===== config.mk =====
export PLATFORM = sky130hd
export DESIGN_NAME = bmp_pixel_stream_to_rgb565_core_flat
export DESIGN_NICKNAME = d
export VERILOG_FILES = /design/src/rtl/core/bmp2565_pkg.sv /design/src/rtl/core/bmp2565_byte_if.sv /design/src/rtl/core/bmp2565_pix_if.sv /design/src/rtl/core/bmp2565_decode.sv /design/src/rtl/core/bmp_pixel_stream_to_rgb565_core.sv /design/src/flat_wrapper.sv
export VERILOG_INCLUDE_DIRS = /design/src /design/src/rtl/core
export SDC_FILE = /design/constraint.sdc
export NUM_CORES = 1
export LEC_CHECK = 0
export ABC_AREA = 1
export BUFFER_PORTS_ARGS = -buffer_cell sky130_fd_sc_hd__clkbuf_2
export CAP_MARGIN = 20
export CORE_MARGIN = 10
export CORE_UTILIZATION = 40
export DETAILED_ROUTE_END_ITERATION = 7
export RECOVER_POWER = 100
export SLEW_MARGIN = 20
export SYNTH_ARGS = -nofsm -noshare
export SYNTH_HDL_FRONTEND = slang
export SYNTH_SLANG_ARGS = --single-unit

===== constraint.sdc =====
create_clock -name clk -period 7.4 [get_ports clk]
set_input_delay 0.74 -clock clk [delete_from_list [all_inputs] [get_ports clk]]
set_output_delay 0.74 -clock clk [all_outputs]
set_load 0.01 [all_outputs]

===== src/rtl/core/bmp_pixel_stream_to_rgb565_core_defines.svh =====
// assertion helpers shared by the core rtl
`ifndef BMP_PIXEL_STREAM_TO_RGB565_CORE_DEFINES_SVH
`define BMP_PIXEL_STREAM_TO_RGB565_CORE_DEFINES_SVH

// same-cycle implication, sampled on clk, off while rst_n is low
`define BMP2565_ASSERT_NOW(name, ante, cons, msg) \
    name: assert property (@(posedge clk) disable iff (!rst_n) (ante) |-> (cons)) \
        else $error(msg);

// next-cycle implication, sampled on clk, off while rst_n is low
`define BMP2565_ASSERT_NEXT(name, ante, cons, msg) \
    name: assert property (@(posedge clk) disable iff (!rst_n) (ante) |=> (cons)) \
        else $error(msg);

`endif


===== src/rtl/core/bmp2565_pkg.sv =====
`default_nettype none

package bmp2565_pkg;

    // configuration register indexes
    localparam int CFG_INDEX_W = 3;
    localparam logic [CFG_INDEX_W-1:0] CFG_IMAGE_WIDTH      = 3'd0;
    localparam logic [CFG_INDEX_W-1:0] CFG_IMAGE_HEIGHT     = 3'd1;
    localparam logic [CFG_INDEX_W-1:0] CFG_DEPTH_MODE       = 3'd2;
    localparam logic [CFG_INDEX_W-1:0] CFG_COMPRESSION_CODE = 3'd3;
    localparam logic [CFG_INDEX_W-1:0] CFG_ROWS_TOP_DOWN    = 3'd4;
    localparam logic [CFG_INDEX_W-1:0] CFG_ORIGIN_X         = 3'd5;
    localparam logic [CFG_INDEX_W-1:0] CFG_ORIGIN_Y         = 3'd6;
    localparam int CFG_DATA_W = 16;

    // depth codes
    localparam logic [1:0] DEPTH_16BPP = 2'd0;
    localparam logic [1:0] DEPTH_24BPP = 2'd1;
    localparam logic [1:0] DEPTH_32BPP = 2'd2;

    // compression codes
    localparam logic [7:0] COMP_RGB       = 8'd0;
    localparam logic [7:0] COMP_BITFIELDS = 8'd3;

    // status codes
    localparam logic STATUS_PIXEL = 1'b0;
    localparam logic STATUS_UNSUPPORTED = 1'b1;

    typedef struct packed {
        logic [15:0] image_width;
        logic [15:0] image_height;
        logic [1:0]  depth_mode;
        logic [7:0]  compression_code;
        logic        rows_top_down;
        logic [15:0] origin_x;
        logic [15:0] origin_y;
    } cfg_t;

    typedef struct packed {
        logic [15:0] pixel_x;
        logic [15:0] pixel_y;
        logic [15:0] pixel_color;
        logic        final_pixel;
        logic        status;
    } pix_t;

    typedef struct packed {
        logic finished;
        logic error;
    } dec_status_t;

endpackage

`default_nettype wire


===== src/rtl/core/bmp2565_byte_if.sv =====
`default_nettype none

interface bmp2565_byte_if;
    logic       valid;
    logic       ready;
    logic [7:0] data_byte;

    modport source (output valid, output data_byte, input ready);
    modport sink (input valid, input data_byte, output ready);
endinterface

`default_nettype wire


===== src/rtl/core/bmp2565_pix_if.sv =====
`default_nettype none

interface bmp2565_pix_if;
    logic        valid;
    logic        ready;
    logic [15:0] pixel_x;
    logic [15:0] pixel_y;
    logic [15:0] pixel_color;
    logic        final_pixel;
    logic        status;

    modport source (
        output valid, output pixel_x, output pixel_y, output pixel_color,
        output final_pixel, output status, input ready
    );
    modport sink (
        input valid, input pixel_x, input pixel_y, input pixel_color,
        input final_pixel, input status, output ready
    );
endinterface

`default_nettype wire


===== src/rtl/core/bmp2565_decode.sv =====
`default_nettype none

module bmp2565_decode
    import bmp2565_pkg::*;
(
    input  wire logic        clk,
    input  wire logic        rst_n,
    input  wire cfg_t        cfg,
    input  wire logic        byte_accept,
    input  wire logic [7:0]  data_byte,
    output      logic        res_valid,
    output      pix_t        res,
    output      dec_status_t status
);

    logic [1:0]  byte_in_pixel_reg, byte_in_pixel_next;
    logic [23:0] pixel_bytes_reg, pixel_bytes_next;
    logic [15:0] column_count_reg, column_count_next;
    logic [1:0]  pad_bytes_left_reg, pad_bytes_left_next;
    logic [15:0] rows_done_reg, rows_done_next;
    logic        finished_reg, finished_next;
    logic        error_reg, error_next;

    logic [2:0]  bytes_per_pixel;
    logic        comp_bad;
    logic [15:0] width_eff;
    logic [15:0] height_eff;
    logic [15:0] off_y;
    logic [15:0] word16;
    logic [15:0] color;
    logic [1:0]  row_bytes_mod4;
    logic [1:0]  row_padding;
    logic        row_end;
    logic        last_row;
    logic        pixel_done;

    // depth and compression decode
    always_comb
    begin
        case (cfg.depth_mode)
            DEPTH_16BPP:
            begin
                bytes_per_pixel = 3'd2;
                comp_bad = (cfg.compression_code != COMP_RGB)
                        && (cfg.compression_code != COMP_BITFIELDS);
            end
            DEPTH_24BPP:
            begin
                bytes_per_pixel = 3'd3;
                comp_bad = 1'b0;
            end
            default:
            begin
                bytes_per_pixel = 3'd4;
                comp_bad = (cfg.compression_code != COMP_RGB);
            end
        endcase
    end

    // geometry with zero sizes read as one
    assign width_eff  = (cfg.image_width == 16'd0) ? 16'd1 : cfg.image_width;
    assign height_eff = (cfg.image_height == 16'd0) ? 16'd1 : cfg.image_height;
    assign off_y = cfg.rows_top_down ? rows_done_reg
                                     : 16'(height_eff - 16'd1 - rows_done_reg);
    assign row_bytes_mod4 = 2'(width_eff[1:0] * bytes_per_pixel[1:0]);
    assign row_padding    = 2'(2'd0 - row_bytes_mod4);
    assign row_end  = ({1'b0, column_count_reg} + 17'd1) >= {1'b0, width_eff};
    assign last_row = ({1'b0, rows_done_reg} + 17'd1) >= {1'b0, height_eff};
    assign pixel_done = ({1'b0, byte_in_pixel_reg} + 3'd1) >= bytes_per_pixel;

    // color conversion on the last byte of a pixel
    assign word16 = {data_byte, pixel_bytes_reg[7:0]};
    always_comb
    begin
        case (cfg.depth_mode)
            DEPTH_16BPP:
            begin
                if (cfg.compression_code == COMP_BITFIELDS)
                    color = word16;
                else
                    color = {word16[14:5], 1'b0, word16[4:0]};
            end
            DEPTH_24BPP:
                color = {data_byte[7:3], pixel_bytes_reg[15:10], pixel_bytes_reg[7:3]};
            default:
                color = {pixel_bytes_reg[23:19], pixel_bytes_reg[15:10],
                         pixel_bytes_reg[7:3]};
        endcase
    end

    // per-byte state update and result
    always_comb
    begin
        byte_in_pixel_next  = byte_in_pixel_reg;
        pixel_bytes_next    = pixel_bytes_reg;
        column_count_next   = column_count_reg;
        pad_bytes_left_next = pad_bytes_left_reg;
        rows_done_next      = rows_done_reg;
        finished_next       = finished_reg;
        error_next          = error_reg;
        res_valid           = 1'b0;
        res                 = '0;
        if (byte_accept && !finished_reg && !error_reg)
        begin
            if (comp_bad)
            begin
                error_next = 1'b1;
                res_valid  = 1'b1;
                res.status = STATUS_UNSUPPORTED;
            end
            else if (pad_bytes_left_reg != 2'd0)
            begin
                pad_bytes_left_next = 2'(pad_bytes_left_reg - 2'd1);
            end
            else if (!pixel_done)
            begin
                case (byte_in_pixel_reg)
                    2'd0:    pixel_bytes_next[7:0]   = data_byte;
                    2'd1:    pixel_bytes_next[15:8]  = data_byte;
                    2'd2:    pixel_bytes_next[23:16] = data_byte;
                    default: pixel_bytes_next        = pixel_bytes_reg;
                endcase
                byte_in_pixel_next = 2'(byte_in_pixel_reg + 2'd1);
            end
            else
            begin
                byte_in_pixel_next = 2'd0;
                pixel_bytes_next   = '0;
                res_valid          = 1'b1;
                res.pixel_x        = 16'(cfg.origin_x + column_count_reg);
                res.pixel_y        = 16'(cfg.origin_y + off_y);
                res.pixel_color    = color;
                res.status         = STATUS_PIXEL;
                if (row_end)
                begin
                    column_count_next   = 16'd0;
                    pad_bytes_left_next = row_padding;
                    rows_done_next      = 16'(rows_done_reg + 16'd1);
                    if (last_row)
                    begin
                        finished_next   = 1'b1;
                        res.final_pixel = 1'b1;
                    end
                end
                else
                begin
                    column_count_next = 16'(column_count_reg + 16'd1);
                end
            end
        end
    end

    // state registers
    always_ff @(posedge clk or negedge rst_n)
    begin
        if (!rst_n)
        begin
            byte_in_pixel_reg  <= '0;
            pixel_bytes_reg    <= '0;
            column_count_reg   <= '0;
            pad_bytes_left_reg <= '0;
            rows_done_reg      <= '0;
            finished_reg       <= 1'b0;
            error_reg          <= 1'b0;
        end
        else
        begin
            byte_in_pixel_reg  <= byte_in_pixel_next;
            pixel_bytes_reg    <= pixel_bytes_next;
            column_count_reg   <= column_count_next;
            pad_bytes_left_reg <= pad_bytes_left_next;
            rows_done_reg      <= rows_done_next;
            finished_reg       <= finished_next;
            error_reg          <= error_next;
        end
    end

    assign status.finished = finished_reg;
    assign status.error    = error_reg;

endmodule

`default_nettype wire


===== src/rtl/core/bmp_pixel_stream_to_rgb565_core.sv =====
// Converts the pixel array of an uncompressed bitmap, one byte per transaction,
// into RGB565 pixels tagged with their screen position.
// byte_in carries data_byte in file order; pix_out carries pixel_x, pixel_y,
// pixel_color, final_pixel and status, one transaction per finished pixel,
// or a single status transaction when the compression does not suit the depth.
// Header facts are loaded beforehand on the write port (cfg_we, cfg_index,
// cfg_data); writes take effect on the next byte.
// A finished pixel is registered in the output register or the skid entry.
// Throughput: one byte per cycle; bytes that complete no pixel (gathering,
// row padding, bytes after the image or after an error) give no transaction.
// The output register plus one skid entry decouple the two channels: byte_in
// stays ready while the skid entry is empty, so a stalled receiver is absorbed
// for one pixel before byte_in.ready drops.
// Reset clears the decode state, the output queue and the registers to their
// defaults (width 1, height 1, 24 bpp, plain RGB, bottom-up, origin 0,0).
// After the last pixel or an error report the block drops bytes until reset.
`default_nettype none

`include "bmp_pixel_stream_to_rgb565_core_defines.svh"

module bmp_pixel_stream_to_rgb565_core
    import bmp2565_pkg::*;
(
    input  wire logic                   clk,
    input  wire logic                   rst_n,
    input  wire logic                   cfg_we,
    input  wire logic [CFG_INDEX_W-1:0] cfg_index,
    input  wire logic [CFG_DATA_W-1:0]  cfg_data,
    bmp2565_byte_if.sink                byte_in,
    bmp2565_pix_if.source               pix_out
);

    cfg_t        cfg_reg, cfg_next;
    logic        byte_accept;
    logic        dec_res_valid;
    pix_t        dec_res;
    dec_status_t dec_status;

    logic        out_valid_reg, out_valid_next;
    pix_t        out_data_reg, out_data_next;
    logic        skid_valid_reg, skid_valid_next;
    pix_t        skid_data_reg, skid_data_next;
    logic        out_fire;

    // configuration writes
    always_comb
    begin
        cfg_next = cfg_reg;
        if (cfg_we)
        begin
            case (cfg_index)
                CFG_IMAGE_WIDTH:      cfg_next.image_width      = cfg_data;
                CFG_IMAGE_HEIGHT:     cfg_next.image_height     = cfg_data;
                CFG_DEPTH_MODE:       cfg_next.depth_mode       = cfg_data[1:0];
                CFG_COMPRESSION_CODE: cfg_next.compression_code = cfg_data[7:0];
                CFG_ROWS_TOP_DOWN:    cfg_next.rows_top_down    = cfg_data[0];
                CFG_ORIGIN_X:         cfg_next.origin_x         = cfg_data;
                CFG_ORIGIN_Y:         cfg_next.origin_y         = cfg_data;
                default:              cfg_next = cfg_reg;
            endcase
        end
    end

    always_ff @(posedge clk or negedge rst_n)
    begin
        if (!rst_n)
        begin
            cfg_reg.image_width      <= 16'd1;
            cfg_reg.image_height     <= 16'd1;
            cfg_reg.depth_mode       <= DEPTH_24BPP;
            cfg_reg.compression_code <= COMP_RGB;
            cfg_reg.rows_top_down    <= 1'b0;
            cfg_reg.origin_x         <= 16'd0;
            cfg_reg.origin_y         <= 16'd0;
        end
        else
        begin
            cfg_reg <= cfg_next;
        end
    end

    // input handshake
    assign byte_in.ready = !skid_valid_reg;
    assign byte_accept   = byte_in.valid && !skid_valid_reg;

    bmp2565_decode u_decode (
        .clk         (clk),
        .rst_n       (rst_n),
        .cfg         (cfg_reg),
        .byte_accept (byte_accept),
        .data_byte   (byte_in.data_byte),
        .res_valid   (dec_res_valid),
        .res         (dec_res),
        .status      (dec_status)
    );

    // output register and skid entry
    assign out_fire = out_valid_reg && pix_out.ready;

    always_comb
    begin
        out_valid_next  = out_valid_reg;
        out_data_next   = out_data_reg;
        skid_valid_next = skid_valid_reg;
        skid_data_next  = skid_data_reg;
        if (out_fire)
        begin
            if (skid_valid_reg)
            begin
                out_data_next   = skid_data_reg;
                skid_valid_next = 1'b0;
            end
            else
            begin
                out_valid_next = dec_res_valid;
                out_data_next  = dec_res;
            end
        end
        else if (dec_res_valid)
        begin
            if (!out_valid_reg)
            begin
                out_valid_next = 1'b1;
                out_data_next  = dec_res;
            end
            else
            begin
                skid_valid_next = 1'b1;
                skid_data_next  = dec_res;
            end
        end
    end

    always_ff @(posedge clk or negedge rst_n)
    begin
        if (!rst_n)
        begin
            out_valid_reg  <= 1'b0;
            skid_valid_reg <= 1'b0;
        end
        else
        begin
            out_valid_reg  <= out_valid_next;
            skid_valid_reg <= skid_valid_next;
        end
    end

    always_ff @(posedge clk)
    begin
        out_data_reg  <= out_data_next;
        skid_data_reg <= skid_data_next;
    end

    assign pix_out.valid       = out_valid_reg;
    assign pix_out.pixel_x     = out_data_reg.pixel_x;
    assign pix_out.pixel_y     = out_data_reg.pixel_y;
    assign pix_out.pixel_color = out_data_reg.pixel_color;
    assign pix_out.final_pixel = out_data_reg.final_pixel;
    assign pix_out.status      = out_data_reg.status;

    // checks
    `BMP2565_ASSERT_NOW(a_skid_behind_out, skid_valid_reg, out_valid_reg,
        "skid entry full while output empty")
    `BMP2565_ASSERT_NEXT(a_stall_fills_skid,
        out_valid_reg && !pix_out.ready && dec_res_valid, skid_valid_reg,
        "stalled result not parked in skid entry")
    `BMP2565_ASSERT_NOW(a_no_result_when_halted,
        dec_status.finished || dec_status.error, !dec_res_valid,
        "result produced after image end or error")
    `BMP2565_ASSERT_NEXT(a_error_sticks, dec_res_valid && dec_res.status,
        dec_status.error, "error result without error state")

endmodule

`default_nettype wire

===== src/flat_wrapper.sv =====
// flat-port wrapper written by rule: the top's interface ports become plain ports
module bmp_pixel_stream_to_rgb565_core_flat import bmp2565_pkg::*;
  (clk, rst_n, cfg_we, cfg_index, cfg_data, byte_in_valid, byte_in_data_byte, byte_in_ready, pix_out_valid, pix_out_pixel_x, pix_out_pixel_y, pix_out_pixel_color, pix_out_final_pixel, pix_out_status, pix_out_ready);
  bmp2565_byte_if byte_in_i ();
  bmp2565_pix_if pix_out_i ();
  input  wire logic clk;
  input  wire logic rst_n;
  input  wire logic cfg_we;
  input  wire logic [CFG_INDEX_W-1:0] cfg_index;
  input  wire logic [CFG_DATA_W-1:0] cfg_data;
  input wire logic [$bits(byte_in_i.valid)-1:0] byte_in_valid;
  input wire logic [$bits(byte_in_i.data_byte)-1:0] byte_in_data_byte;
  output wire logic [$bits(byte_in_i.ready)-1:0] byte_in_ready;
  output wire logic [$bits(pix_out_i.valid)-1:0] pix_out_valid;
  output wire logic [$bits(pix_out_i.pixel_x)-1:0] pix_out_pixel_x;
  output wire logic [$bits(pix_out_i.pixel_y)-1:0] pix_out_pixel_y;
  output wire logic [$bits(pix_out_i.pixel_color)-1:0] pix_out_pixel_color;
  output wire logic [$bits(pix_out_i.final_pixel)-1:0] pix_out_final_pixel;
  output wire logic [$bits(pix_out_i.status)-1:0] pix_out_status;
  input wire logic [$bits(pix_out_i.ready)-1:0] pix_out_ready;
  assign byte_in_i.valid = byte_in_valid;
  assign byte_in_i.data_byte = byte_in_data_byte;
  assign byte_in_ready = byte_in_i.ready;
  assign pix_out_valid = pix_out_i.valid;
  assign pix_out_pixel_x = pix_out_i.pixel_x;
  assign pix_out_pixel_y = pix_out_i.pixel_y;
  assign pix_out_pixel_color = pix_out_i.pixel_color;
  assign pix_out_final_pixel = pix_out_i.final_pixel;
  assign pix_out_status = pix_out_i.status;
  assign pix_out_i.ready = pix_out_ready;
  bmp_pixel_stream_to_rgb565_core u_core (.clk(clk), .rst_n(rst_n), .cfg_we(cfg_we), .cfg_index(cfg_index), .cfg_data(cfg_data), .byte_in(byte_in_i), .pix_out(pix_out_i));
endmodule

==> After elaboration in Yosys (flattened, before gate mapping) <==
Cells that the tools add are included.
{ "totals": {"register_bits": 239, "latchBits": 0, "ramBits": 0, "mem_bits_ro": 0, "inputBits": 32, "output_inout_bits": 52, "word_cells": 139, "memories": 0} }
{ "op_classes": {"add_sub_neg": 12, "multipliers": 1, "div_mod_pow": 0, "n_lt_le_gt_ge": 3, "n_eq_ne": 13, "shifts": 0, "n_mux": 37, "n_bitwise": 3, "reduce_logical": 42} }
{ "op_table": {"columns": ["op", "count"], "rows": [
  ["50-bit two-way mux", 7],
  ["16-bit two-way mux", 5],
  ["49-bit two-way mux", 1],
  ["16-bit by 1-bit adder with 17-bit output (second input constant)", 2],
  ["17-bit by 16-bit greater-or-equal comparator with 1-bit output", 2],
  ["16-bit by 1-bit adder with 16-bit output (second input constant)", 2],
  ["16-bit adder", 2],
  ["16-bit zero test", 2],
  ["16-bit one-hot mux with 2 select lines", 1],
  ["24-bit two-way mux", 1],
  ["8-bit two-way mux", 3],
  ["2-bit AND reduction", 11],
  ["4-bit AND reduction", 5],
  ["2-bit nonzero test", 8],
  ["16-bit by 1-bit subtractor with 16-bit output (second input constant)", 1],
  ["16-bit subtractor", 1],
  ["1-bit two-way mux", 13],
  ["3-bit equality test (second input constant)", 3],
  ["8-bit by 2-bit equality test with 1-bit output (second input constant)", 1],
  ["2-bit two-way mux", 4],
  ["8-bit by 2-bit inequality test with 1-bit output (second input constant)", 1],
  ["8-bit nonzero test", 1],
  ["3-bit by 2-bit equality test with 1-bit output (second input constant)", 2],
  ["3-bit one-hot mux with 2 select lines", 1],
  ["19 further kinds", 31]
]} }

==> Longest topological paths before layout <==
Gate-level depths: netlist (run 1).
{ "depth": {"depth_word": 13, "depth_mapped": 25, "depth_no_buf": 25} }

==> By module <==
A second synthesis (run 1) with hierarchy kept.
{ "unflattened": {"hier_cells": 1718, "hier_area_um2": 13927.1} }
{ "by_module_without_submodules": {"columns": ["module", "instances", "cells_each", "area_each_um2", "seq_area_each_um2"], "rows": [
  ["bmp2565_decode", 1, 1099, 7195.7, 1426.4],
  ["bmp_pixel_stream_to_rgb565_core", 1, 619, 6731.5, 4933.5]
]} }

==> Worst setup path after synthesis (run 1) <==
Ideal clock, no wire load.
{ "synth_path": {"path_kind": "register to register", "start": "reg u_core.u_decode.byte_in_pixel_reg[0]", "end": "reg u_core.out_data_reg, in the netlist u_core.pix_out.final_pixel, enable pin", "setup_ns": 0.527, "arrival_ns": 5.206, "required_time_ns": 6.873, "path_slack_ns": 1.668, "stages_incl_launch_ff": 10, "n_path_buf": 0, "period_less_slack_ns": 5.732, "path_cell_list": "dfrtp_1 > inv_1 > ha_1 > ha_1 > nand3b_1 > nand3_1 > nand2_1 > a21oi_1 > inv_1 > o21ai_0"} }
{ "synth_via": {"elab_chain_cells": 8} }
{ "synth_rtl": {"columns": ["element", "line_no", "rtl"], "rows": [
  ["start, declared", "bmp2565_decode.sv:16", "logic [1:0] byte_in_pixel_reg, byte_in_pixel_next;"],
  ["start signal, assigned", "bmp2565_decode.sv:168", "byte_in_pixel_reg <= byte_in_pixel_next;"],
  ["2-bit by 1-bit adder with 3-bit output", "bmp2565_decode.sv:69", "assign pixel_done = ({1'b0, byte_in_pixel_reg} + 3'd1) >= bytes_per_pixel;"],
  ["3-bit greater-or-equal comparator", "bmp2565_decode.sv:69", null],
  ["1-bit two-way mux", "bmp2565_decode.sv:115", "else if (!pixel_done)"],
  ["1-bit two-way mux", "bmp2565_decode.sv:111", "else if (pad_bytes_left_reg != 2'd0)"],
  ["1-bit two-way mux", "bmp2565_decode.sv:105", "if (comp_bad)"],
  ["1-bit two-way mux", "bmp2565_decode.sv:103", "if (byte_accept && !finished_reg && !error_reg)"],
  ["2-bit nonzero test (no source line)", null, null],
  ["2-bit AND reduction (no source line)", null, null],
  ["end signal, assigned", "bmp_pixel_stream_to_rgb565_core.sv:150", "out_data_reg <= out_data_next;"],
  ["end, declared", "bmp_pixel_stream_to_rgb565_core.sv:40", "pix_t out_data_reg, out_data_next;"]
]} }
No other way between the ends.
A chain may end at the register's enable or synchronous reset.

==> flow_summary.ini, run 1 <==
[status]
status = finished with violations
violations = max-capacitance violations, max-slew violations

[routing]
num_vias = 10800
wl_per_cell_um = 16.0
drc_errors = 0
first_pass_iters = 5
antenna_left = 0
drtIter0Drc = 939
wl_um = 34600
via_per_inst = 5.00

[power_and_ir_drop]
sw_frac_of_total = 0.306
leakage_nw = 7.20
clock_power_share = 0.375
switchingPower_mw = 1.12
p_int_mw = 2.54
power.density_nw_per_um2 = 241
power_frac_comb = 0.216
irDropWorstVdd_mv = 0.162
pwr-share-seq = 0.409

[cts]
clk_latency_ns = 0.53
cts_tree = yes
cts-htree-levels = 1
ctsHoldBuffers = 0
clkTransAtPathRegs_ns = 0.06
ctsResizeCount = 0
cts_buffers = 27
clock_path_buffers = 3
cts-root-buf = clkbuf_16
cts_setup_buffers = 0
clock_sinks = 234

[synthesis]
synth_ff_type = dfrtp_1
seq_area_frac_synth = 0.468
synth_top_family_by_area = simple AND/OR/NAND/NOR gates
yosys.area.top_type_share = 0.241
synth_top_area_cell = dfrtp_1
syn-num-nets = 1747
synthAdderAreaFrac = 0.0827
synth_edf_count = 100
synth_area_leaders = dfrtp_1 24%, edfxtp_1 22%, nand2_1 9.7%, ha_1 7.8%, inv_1 6.6%
synth-compound-area-share = 0.127
ys.warnings.count = 0
synth.area.mux_share = 0
avgSynthCellArea_um2 = 8.35
synthArstFlopShare = 0.573
syn-cell-area_um2 = 13600
synth-simple-area-share = 0.211
synth_cell_types = 56
syn_inst = 1627
synth_xor_area_frac = 0.0239
ys_ff_latch = 234

[worst_setup_path]
timing.setup.critical_path_class = reg -> reg
cp-end-kind = flop
crit_required_ns = 7.76
worstSetupStartpointType = flop
reg2reg_depth = 13
cp.arrival_ns = 5.65
cp_max_fo = 53

[global_routing]
grt_usage = 0.163
grt_pass1_vias = 10100
grt_pass1_wl_um = 55600
grt.overflow.total = 0
antenna_found_initial = 1
grt_max_degree = 80

[timing]
finalCriticalPeriod_ns = 5.29
relSlewSlack = -1.18
setup_viol = 0
timing.final.crit_share = 0.715
finClkSkew_ns = 0.0146
fmax_mhz = 189
worst_pin_slew_ns = 3.28
setup-tns-final_ns = 0
rsz0062_at_grt = no
drv_slew = 235
setup_ws_ns = 2.11
report.final.hold_viol_count = 0

[place]
hpwl_um = 25500
place.gp.congestion = 0.884
portBuffers = 83
dpl_worst_slack_ns = 3.26

[floorplan]
die_w_um = 204
core_area_um2 = 33500
die_area_um2 = 41700
die_y_um = 204
initial_core_util = 0.405
pin_count = 84
rows = 67

[layout]
layout-drive-gt1-share = 0.0674
largest_reg_flops = 75
final_nets = 1807
fillers = 3339
post-route-util = 0.452
insertedDiodeCount = 0
area_growth_pct = 11.5

[job]
cap_violations = 4

[min_path]
hold_path_class = reg -> reg
min_path_cells = 2
==> synthesized netlist by cell type, types with 3 or more instances <==
master	number
nand2_1	352
inv_1	240
o21ai_0	157
dfrtp_1	131
nor2_1	115
edfxtp_1	100
nand3_1	99
ha_1	85
a21oi_1	82
clkbuf_1	44
xor2_1	35
nand4_1	20
nor3_1	16
o21ai_1	15
nor4_1	11
nand2_2	10
a31o_2	9
buf_2	9
o21bai_1	8
o21ai_2	7
nand3b_1	6
o31ai_1	5
a21o_1	4
nor2_4	4
o22ai_1	4
or2_2	4
a211oi_1	3
a31oi_1	3
buf_4	3
dfstp_2	3
fa_1	3
inv_2	3
nor2_2	3
o211ai_1	3
o21a_1	3
==> power groups by stage <==
stage          Clock, mW  Combinational [mW]  Sequential [mW]
3_5_place_dp           0               0.791             1.52
2_1_floorplan          0               0.610             1.49
4_1_cts             1.40               0.797             1.49
6_report            1.37               0.790             1.50
3_3_place_gp           0               0.783             1.52
5_1_grt             1.45               0.920             1.51
==> path summary, 6_finish.rpt <==
path | startpoint | end | slack [ns]
setup / recovery | u_core.cfg_reg[40] | u_core.pix_out.final_pixel | 2.11
hold / removal | u_core.u_decode.error_reg | u_core.u_decode.error_reg | 0.46
setup reg to reg | u_core.cfg_reg[40] | u_core.pix_out.final_pixel | 2.11
hold reg to reg | u_core.u_decode.error_reg | u_core.u_decode.error_reg | 0.46
max in group asynchronous | rst_n | u_core.cfg_reg[14] | 2.82
min in group asynchronous | rst_n | u_core.cfg_reg[33] | 1.29
==> cells by family after synthesis <==
group	after synthesis
simple gates	653
xor+xnor	37
fa+ha+maj	88
compound gates	312
flops	234
buf+inv	303
==> stage by stage <==
| stage | instance area, um2 | power (mW) | std cells | hold WS, ns |
|---|---|---|---|---|
| 2_1_floorplan | 13600 | 2.10 | 1627 | 0.422 |
| 6_report | 15100 | 3.65 | 2155 | 0.461 |
| 3_3_place_gp | 14400 | 2.30 | 2105 | 0.439 |
| 4_1_cts | 15300 | 3.69 | 2154 | 0.188 |
| 3_5_place_dp | 14400 | 2.31 | 2105 | 0.445 |
| 5_1_grt | 15100 | 3.88 | 2155 | 0.496 |
==> cell usage in the layout, fill, tap and decap left out, types with 3 or more instances in the layout <==
master      Yosys  layout
a211oi_1        3       3
a21o_1          4       4
a21oi_1        82      82
a31o_2          9       9
a31oi_1         3       3
bufinv_16       0       4
clkbuf_1       44      62
clkbuf_16       0      27
clkbuf_2        0      29
clkinv_1        0       3
clkinv_2        0       4
clkinv_4        1       3
clkinvlp_4      0       3
dfrtp_1       131     131
dfstp_2         3       3
edfxtp_1      100     100
fa_1            3       3
ha_1           85      85
inv_1         240     241
nand2_1       352     357
nand2_2        10       6
nand3_1        99      99
nand3b_1        6       6
nand4_1        20      20
nor2_1        115     117
nor2_4          4       3
nor3_1         16      16
nor4_1         11      11
o211ai_1        3       3
o21a_1          3       3
o21ai_0       157     175
o21ai_2         7       3
o21bai_1        8       8
o22ai_1         4       4
o31ai_1         5       5
or2_2           4       4
xor2_1         35      35
==> cell type report <==
| cell class | instances | area (um2) | area share |
|---|---|---|---|
| Clock inverter | 15 | 188 | 0.0124 |
| Multi-Input combinational cell | 1090 | 6000 | 0.396 |
| Sequential cell | 234 | 6360 | 0.420 |
| Inverter | 245 | 927 | 0.0612 |
| Clock buffer | 34 | 722 | 0.0477 |
| Tap cell | 448 | 561 | 0.0370 |
| Timing Repair Buffer | 89 | 389 | 0.0257 |
==> worst max-delay path, cell delays in order, from the launching register on <==
cell and delay [ns]:
dfrtp_1 0.37, nor2_1 0.12, nand2_1 0.09, nor2_1 0.85
inv_1 0.36, o21ai_0 0.48, clkinv_1 0.13, nor2_1 0.14
nand2_1 0.98, clkinv_4 0.83, nand2_8 0.20, inv_4 0.20
nand2_1 0.21, o21ai_0 0.12
==> per-layer routing <==
| metal | up-vias | global-route usage | wire (um) |
|---|---|---|---|
| met1 | 4985 | 0.255 | 18000 |
| met5 | - | 0 | 17 |
| met2 | 267 | 0.229 | 13800 |
| met4 | 2 | 0.0317 | 492 |
| li1 | 5488 | - | - |
| met3 | 37 | 0.0279 | 2220 |
No activity file was read; power rests on OpenSTA's default activity.
==> run 2, diff against run 1 <==
==> constraint.sdc (replaced) <==
create_clock -name clk -period 4.35 [get_ports clk]
set_input_delay 0.435 -clock clk [delete_from_list [all_inputs] [get_ports clk]]
set_output_delay 0.435 -clock clk [all_outputs]
set_load 0.01 [all_outputs]
==> run 2 against run 1 <==
Against the previous run: the run still ends with max-capacitance violations, max-slew violations left; critical endpoint is now u_core.pix_out.pixel_x[10]; via count down 0.20%; final area up 0.96%; highest routed layer is now met4; combinational power up 73%; clock skew up 0.0019 ns; maximum frequency up 30%; sequential cell count unchanged; critical path depth down 1; sequential share of layout area down 0.40 points; sequential power up 69%; non-clock buffer count up 5.
==> flow_summary.ini, run 2 (synthesis results as in run 1) <==
[floorplan]
core_area_um2 = 33500
die_w_um = 204
die_y_um = 204
pin_count = 84
initial_core_util = 0.405
die_area_um2 = 41700
rows = 67

[global_routing]
grt_usage = 0.165
grt_pass1_vias = 10300
grt.overflow.total = 0
grt_max_degree = 104
grt_pass1_wl_um = 56200
antenna_found_initial = 0

[layout]
fillers = 3303
layout-drive-gt1-share = 0.0754
layout_common_cells = 356 x nand2_1, 241 x inv_1, 174 x o21ai_0, 131 x dfrtp_1, 117 x nor2_1
final_common_cell = nand2_1
area_growth_pct = 12.6
largest_reg_flops = 75
post-route-util = 0.456
final_nets = 1812
insertedDiodeCount = 0

[cts]
cts-root-buf = clkbuf_16
cts_setup_buffers = 0
ctsHoldBuffers = 0
clock_sinks = 234
clock_path_buffers = 3
clk_latency_ns = 0.54
cts-htree-levels = 1
cts_tree = yes
clkTransAtPathRegs_ns = 0.06
cts_buffers = 27

[routing]
antenna_left = 0
wl_per_cell_um = 16.1
via_per_inst = 4.98
wl_um = 34800
num_vias = 10800
drtIter0Drc = 975
drc_errors = 0
first_pass_iters = 5

[place]
portBuffers = 83
hpwl_um = 25700
place.gp.congestion = 0.869

[timing]
fmax_mhz = 247
setup-tns-final_ns = 0
drv_slew = 104
report.final.hold_viol_count = 0
worst_pin_slew_ns = 2.71
whs_ns = 0.185
relSlewSlack = -0.806
finClkSkew_ns = 0.0166
rsz0062_at_grt = no
finalCriticalPeriod_ns = 4.06
timing.final.crit_share = 0.932
setup_viol = 0

[power_and_ir_drop]
irDropWorstVdd_mv = 0.322
power_mw = 6.44
leakage_nw = 7.28
power.density_nw_per_um2 = 421

[worst_setup_path]
crit_path_frequent_cell = nor2_1
timing.setup.critical_path_class = reg -> reg
cp_slowest_cell = nor2_1
cp-end-kind = flop
cp_max_fo = 52
crit_required_ns = 4.72
cp_cell_sequence = nor2_1, nand2_1, nor2_1, inv_1, o21ai_0, inv_2, nor2_1, nand2_4, clkinv_4, buf_4, nand3b_1, a21oi_1
cp.arrival_ns = 4.43
worstSetupStartpointType = flop
cp_slowest_stage_delay_ns = 0.97

[job]
cap_violations = 1

[status]
status = finished with violations
violations = max-capacitance violations, max-slew violations

[min_path]
hold_path_class = in -> reg
[run 2: changes by cell type in the layout (fill, tap and decap cells not counted), moves of 2 or more]
cell,delta
clkinvlp_4,+2
buf_4,+7
bufinv_16,+3
clkbuf_1,-6
[run 2: cell type report]
class	instances	area, um2	share of cell area
clock inverter	18	279	0.0183
tap	448	561	0.0367
sequential	234	6360	0.416
inverter	245	927	0.0606
timing repair buffer	94	427	0.0279
multi-input combinational	1090	6010	0.393
clock buffer	31	721	0.0471
[run 2: stage by stage]
stage	setup WS [ns]	std cells	cell area, um2
floorplan	0.0584	1627	13600
global placement	0.378	2111	14400
detailed placement	0.313	2111	14400
CTS	0.297	2160	15400
global route	0.0501	2160	15300
finish	0.294	2160	15300
[run 2: worst paths after layout]
check	startpoint	to	slack [ns]	cells past startpoint
max	u_core.cfg_reg[40]	u_core.pix_out.pixel_x[10]	0.29	12
min	pix_out_ready	u_core.pix_out.valid	0.19	4
max reg2reg	u_core.cfg_reg[40]	u_core.pix_out.pixel_x[10]	0.29	12
min reg2reg	u_core.u_decode.finished_reg	u_core.u_decode.finished_reg	0.47	2
max in group asynchronous	rst_n	u_core.cfg_reg[22]	1.64	2
min in group asynchronous	rst_n	u_core.cfg_reg[33]	0.76	1
[run 2: what timing repair did]
action                     4_1_cts  5_1_grt
resized for setup                0        3
setup endpoints to repair        0        5
hold endpoints to repair         0        0
[run 2: critical path, delay by kind of cell, from the launching register on]
family	cells	cell delay (ns)
flip-flops	1	0.38
buffers and inverters	4	0.98
AND/OR/NAND/NOR	6	1.69
AO/OA/AOI/OAI	2	0.82
[run 2: power by group]
group | total (mW) | internal (mW) | switching (mW)
Sequential | 2.53 | 2.43 | 0.110
Combinational | 1.37 | 0.488 | 0.880
Clock | 2.54 | 1.60 | 0.940
Total | 6.44 | 4.51 | 1.93
[run 2: metal layers]
layer	global-route usage	vias to the layer above	wire length, um
li1	-	5493	-
met1	0.257	4960	18000
met2	0.233	270	13900
met3	0.0285	34	2310
met4	0.0315	0	466
met5	0	-	0
==> run 3, diff against run 2 <==
--- a/config.mk
+++ b/config.mk
@@ -7,13 +7,16 @@
 export NUM_CORES = 1
 export LEC_CHECK = 0
 export ABC_AREA = 1
+export ABC_CLOCK_PERIOD_IN_PS = 4350
 export BUFFER_PORTS_ARGS = -buffer_cell sky130_fd_sc_hd__clkbuf_2
 export CAP_MARGIN = 20
 export CORE_MARGIN = 10
 export CORE_UTILIZATION = 40
 export DETAILED_ROUTE_END_ITERATION = 7
+export MAX_ROUTING_LAYER = met4
 export RECOVER_POWER = 100
 export SLEW_MARGIN = 20
 export SYNTH_ARGS = -nofsm -noshare
 export SYNTH_HDL_FRONTEND = slang
+export SYNTH_HIERARCHICAL = 1
 export SYNTH_SLANG_ARGS = --single-unit
==> run 3 against run 2 <==
Against the previous run: the run still ends with max-capacitance violations, max-slew violations left; largest cell class is now multi-input combinational cells; routed wire length rose by 10%; global-route usage rose by 1.8 points; non-clock buffer count rose by 26; die area rose by 2.2%; area after synthesis rose by 2.4%; sequential cell count did not move; maximum frequency fell by 1.6%; via count rose by 7.7%; critical endpoint is now u_core/pix_out.pixel_y[11]; sequential power barely moved.
==> flow_summary.ini, run 3 <==
[layout]
final_nets = 1930
layout-drive-gt1-share = 0.0833
final_common_cell = nand2_1
layout_common_cells = 543 x nand2_1, 185 x inv_1, 137 x o21ai_0, 131 x dfrtp_1, 106 x nor2_1
largest_reg_flops = 75
fin_area_um2 = 15700
area_growth_pct = 12.9
insertedDiodeCount = 0

[timing]
relSlewSlack = -0.762
whs_ns = 0.135
timing.final.crit_share = 0.948
fmax_mhz = 243
setup_ws_ns = 0.226
finalCriticalPeriod_ns = 4.12
drv_slew = 50
report.final.hold_viol_count = 0
finClkSkew_ns = 0.0276
setup-tns-final_ns = 0
setup_viol = 0
worst_pin_slew_ns = 2.64

[routing]
via_per_inst = 5.08
antenna_left = 0
wl_um = 38300
num_vias = 11600
drtIter0Drc = 879
first_pass_iters = 5
wl_per_cell_um = 16.8
drc_errors = 0

[status]
status = finished with violations
violations = max-capacitance violations, max-slew violations

[synthesis]
syn-cell-area_um2 = 13900
syn_inst = 1716
avgSynthCellArea_um2 = 8.11
ys.warnings.count = 6
syn-num-nets = 1842

[place]
portBuffers = 83
hpwl_um = 28000
dpl_worst_slack_ns = 0.154
place.gp.congestion = 0.917
post_dp_cell_area_um2 = 14900

[global_routing]
grt_pass1_vias = 11000
grt_usage = 0.183
grt_max_degree = 55
grt_pass1_wl_um = 60600
antenna_found_initial = 0
grt.overflow.total = 0

[floorplan]
core_area_um2 = 34500
die_area_um2 = 42600
pin_count = 84
rows = 68
die_y_um = 206
die_w_um = 206
initial_core_util = 0.404

[power_and_ir_drop]
switchingPower_mw = 2.12
power.density_nw_per_um2 = 414
power_frac_comb = 0.260
leakage_nw = 7.38
power_mw = 6.51
irDropWorstVdd_mv = 0.314
p_int_mw = 4.39
pwr-share-seq = 0.391
sw_frac_of_total = 0.326
clock_power_share = 0.349

[cts]
clock_path_buffers = 3
cts_tree = yes
cts-root-buf = clkbuf_16
clkTransAtPathRegs_ns = 0.06
cts-htree-levels = 1
clk_latency_ns = 0.56
clock_sinks = 234
cts_buffers = 27

[worst_setup_path]
crit_required_ns = 4.64
cp-end-kind = flop
timing.setup.critical_path_class = reg -> reg
cp_max_fo = 4
worstSetupStartpointType = flop
cp.arrival_ns = 4.42

[min_path]
hold_path_class = in -> reg

[job]
cap_violations = 2
run 3: worst paths after layout:
| check | start | end | slack (ns) | cells after the start |
|---|---|---|---|---|
| worst max-delay path | u_core/cfg_reg[57] | u_core/pix_out.pixel_y[11] | 0.23 | 23 |
| worst min-delay path | byte_in_data_byte[1] | u_core/u_decode/pixel_bytes_reg[1] | 0.13 | 3 |
| worst max register to register | u_core/cfg_reg[57] | u_core/pix_out.pixel_y[11] | 0.23 | 23 |
| worst min register to register | u_core/u_decode/finished_reg | u_core/u_decode/finished_reg | 0.45 | 2 |
| max in group asynchronous | rst_n | u_core/cfg_reg[49] | 0.85 | 3 |
| min in group asynchronous | rst_n | u_core/u_decode/pixel_bytes_reg[1] | 1.24 | 2 |
run 3: what timing repair did:
action,CTS,global route
endpoints found under the hold margin,47,0
hold buffers,1,0
buffers inserted,0,3
resized for setup,0,32
endpoints found under the setup margin,0,14
run 3: critical path, cell delays in order (launching register included):
cell and delay (ns):
dfrtp_1 0.38, nor4_2 0.29, nand3_1 0.14, o41ai_2 0.32, buf_4 0.20, ha_4 0.13, fa_2 0.19, nand3_1 0.09
nand2_2 0.09, buf_4 0.12, xor2_1 0.05, o21ai_0 0.17, inv_1 0.10, ha_1 0.37, nand2_1 0.07, inv_1 0.05
a21oi_1 0.10, o21ai_0 0.21, inv_1 0.09, o21ai_0 0.26, a21oi_1 0.11, o21a_1 0.19, o21ai_0 0.07, nand2_1 0.07
run 3: cell type report:
class / instances / area [um2]
clock buffers: 34 / 702
clock inverters: 16 / 173
fillers: 3546 / 18800
inverters: 190 / 713
multi-input cells: 1231 / 6560
flip-flops and latches: 234 / 6360
well taps: 455 / 569
repair buffers: 120 / 626
run 3: through the flow:
stage / util / cells
2_1_floorplan: - / 1716
3_3_place_gp: 0.432 / 2225
3_5_place_dp: 0.432 / 2226
4_1_cts: 0.458 / 2277
5_1_grt: 0.456 / 2280
6_report: 0.456 / 2280
run 3: metal layers:
layer | share of wire | up-vias | track usage | wire length, um
li1 | - | 5815 | - | -
met1 | 0.51 | 5417 | 0.274 | 19400
met2 | 0.41 | 305 | 0.252 | 15600
met3 | 0.066 | 52 | 0.0266 | 2540
met4 | 0.020 | 0 | 0.0438 | 784
met5 | 0 | - | - | 0
run 3: power groups by stage:
stage	Combinational, mW	Clock (mW)	Sequential (mW)
floorplan	1.14	0	2.54
global placement	1.60	0	2.58
detailed placement	1.61	0	2.58
CTS	1.62	2.33	2.54
global route	1.93	2.42	2.56
finish	1.69	2.27	2.54
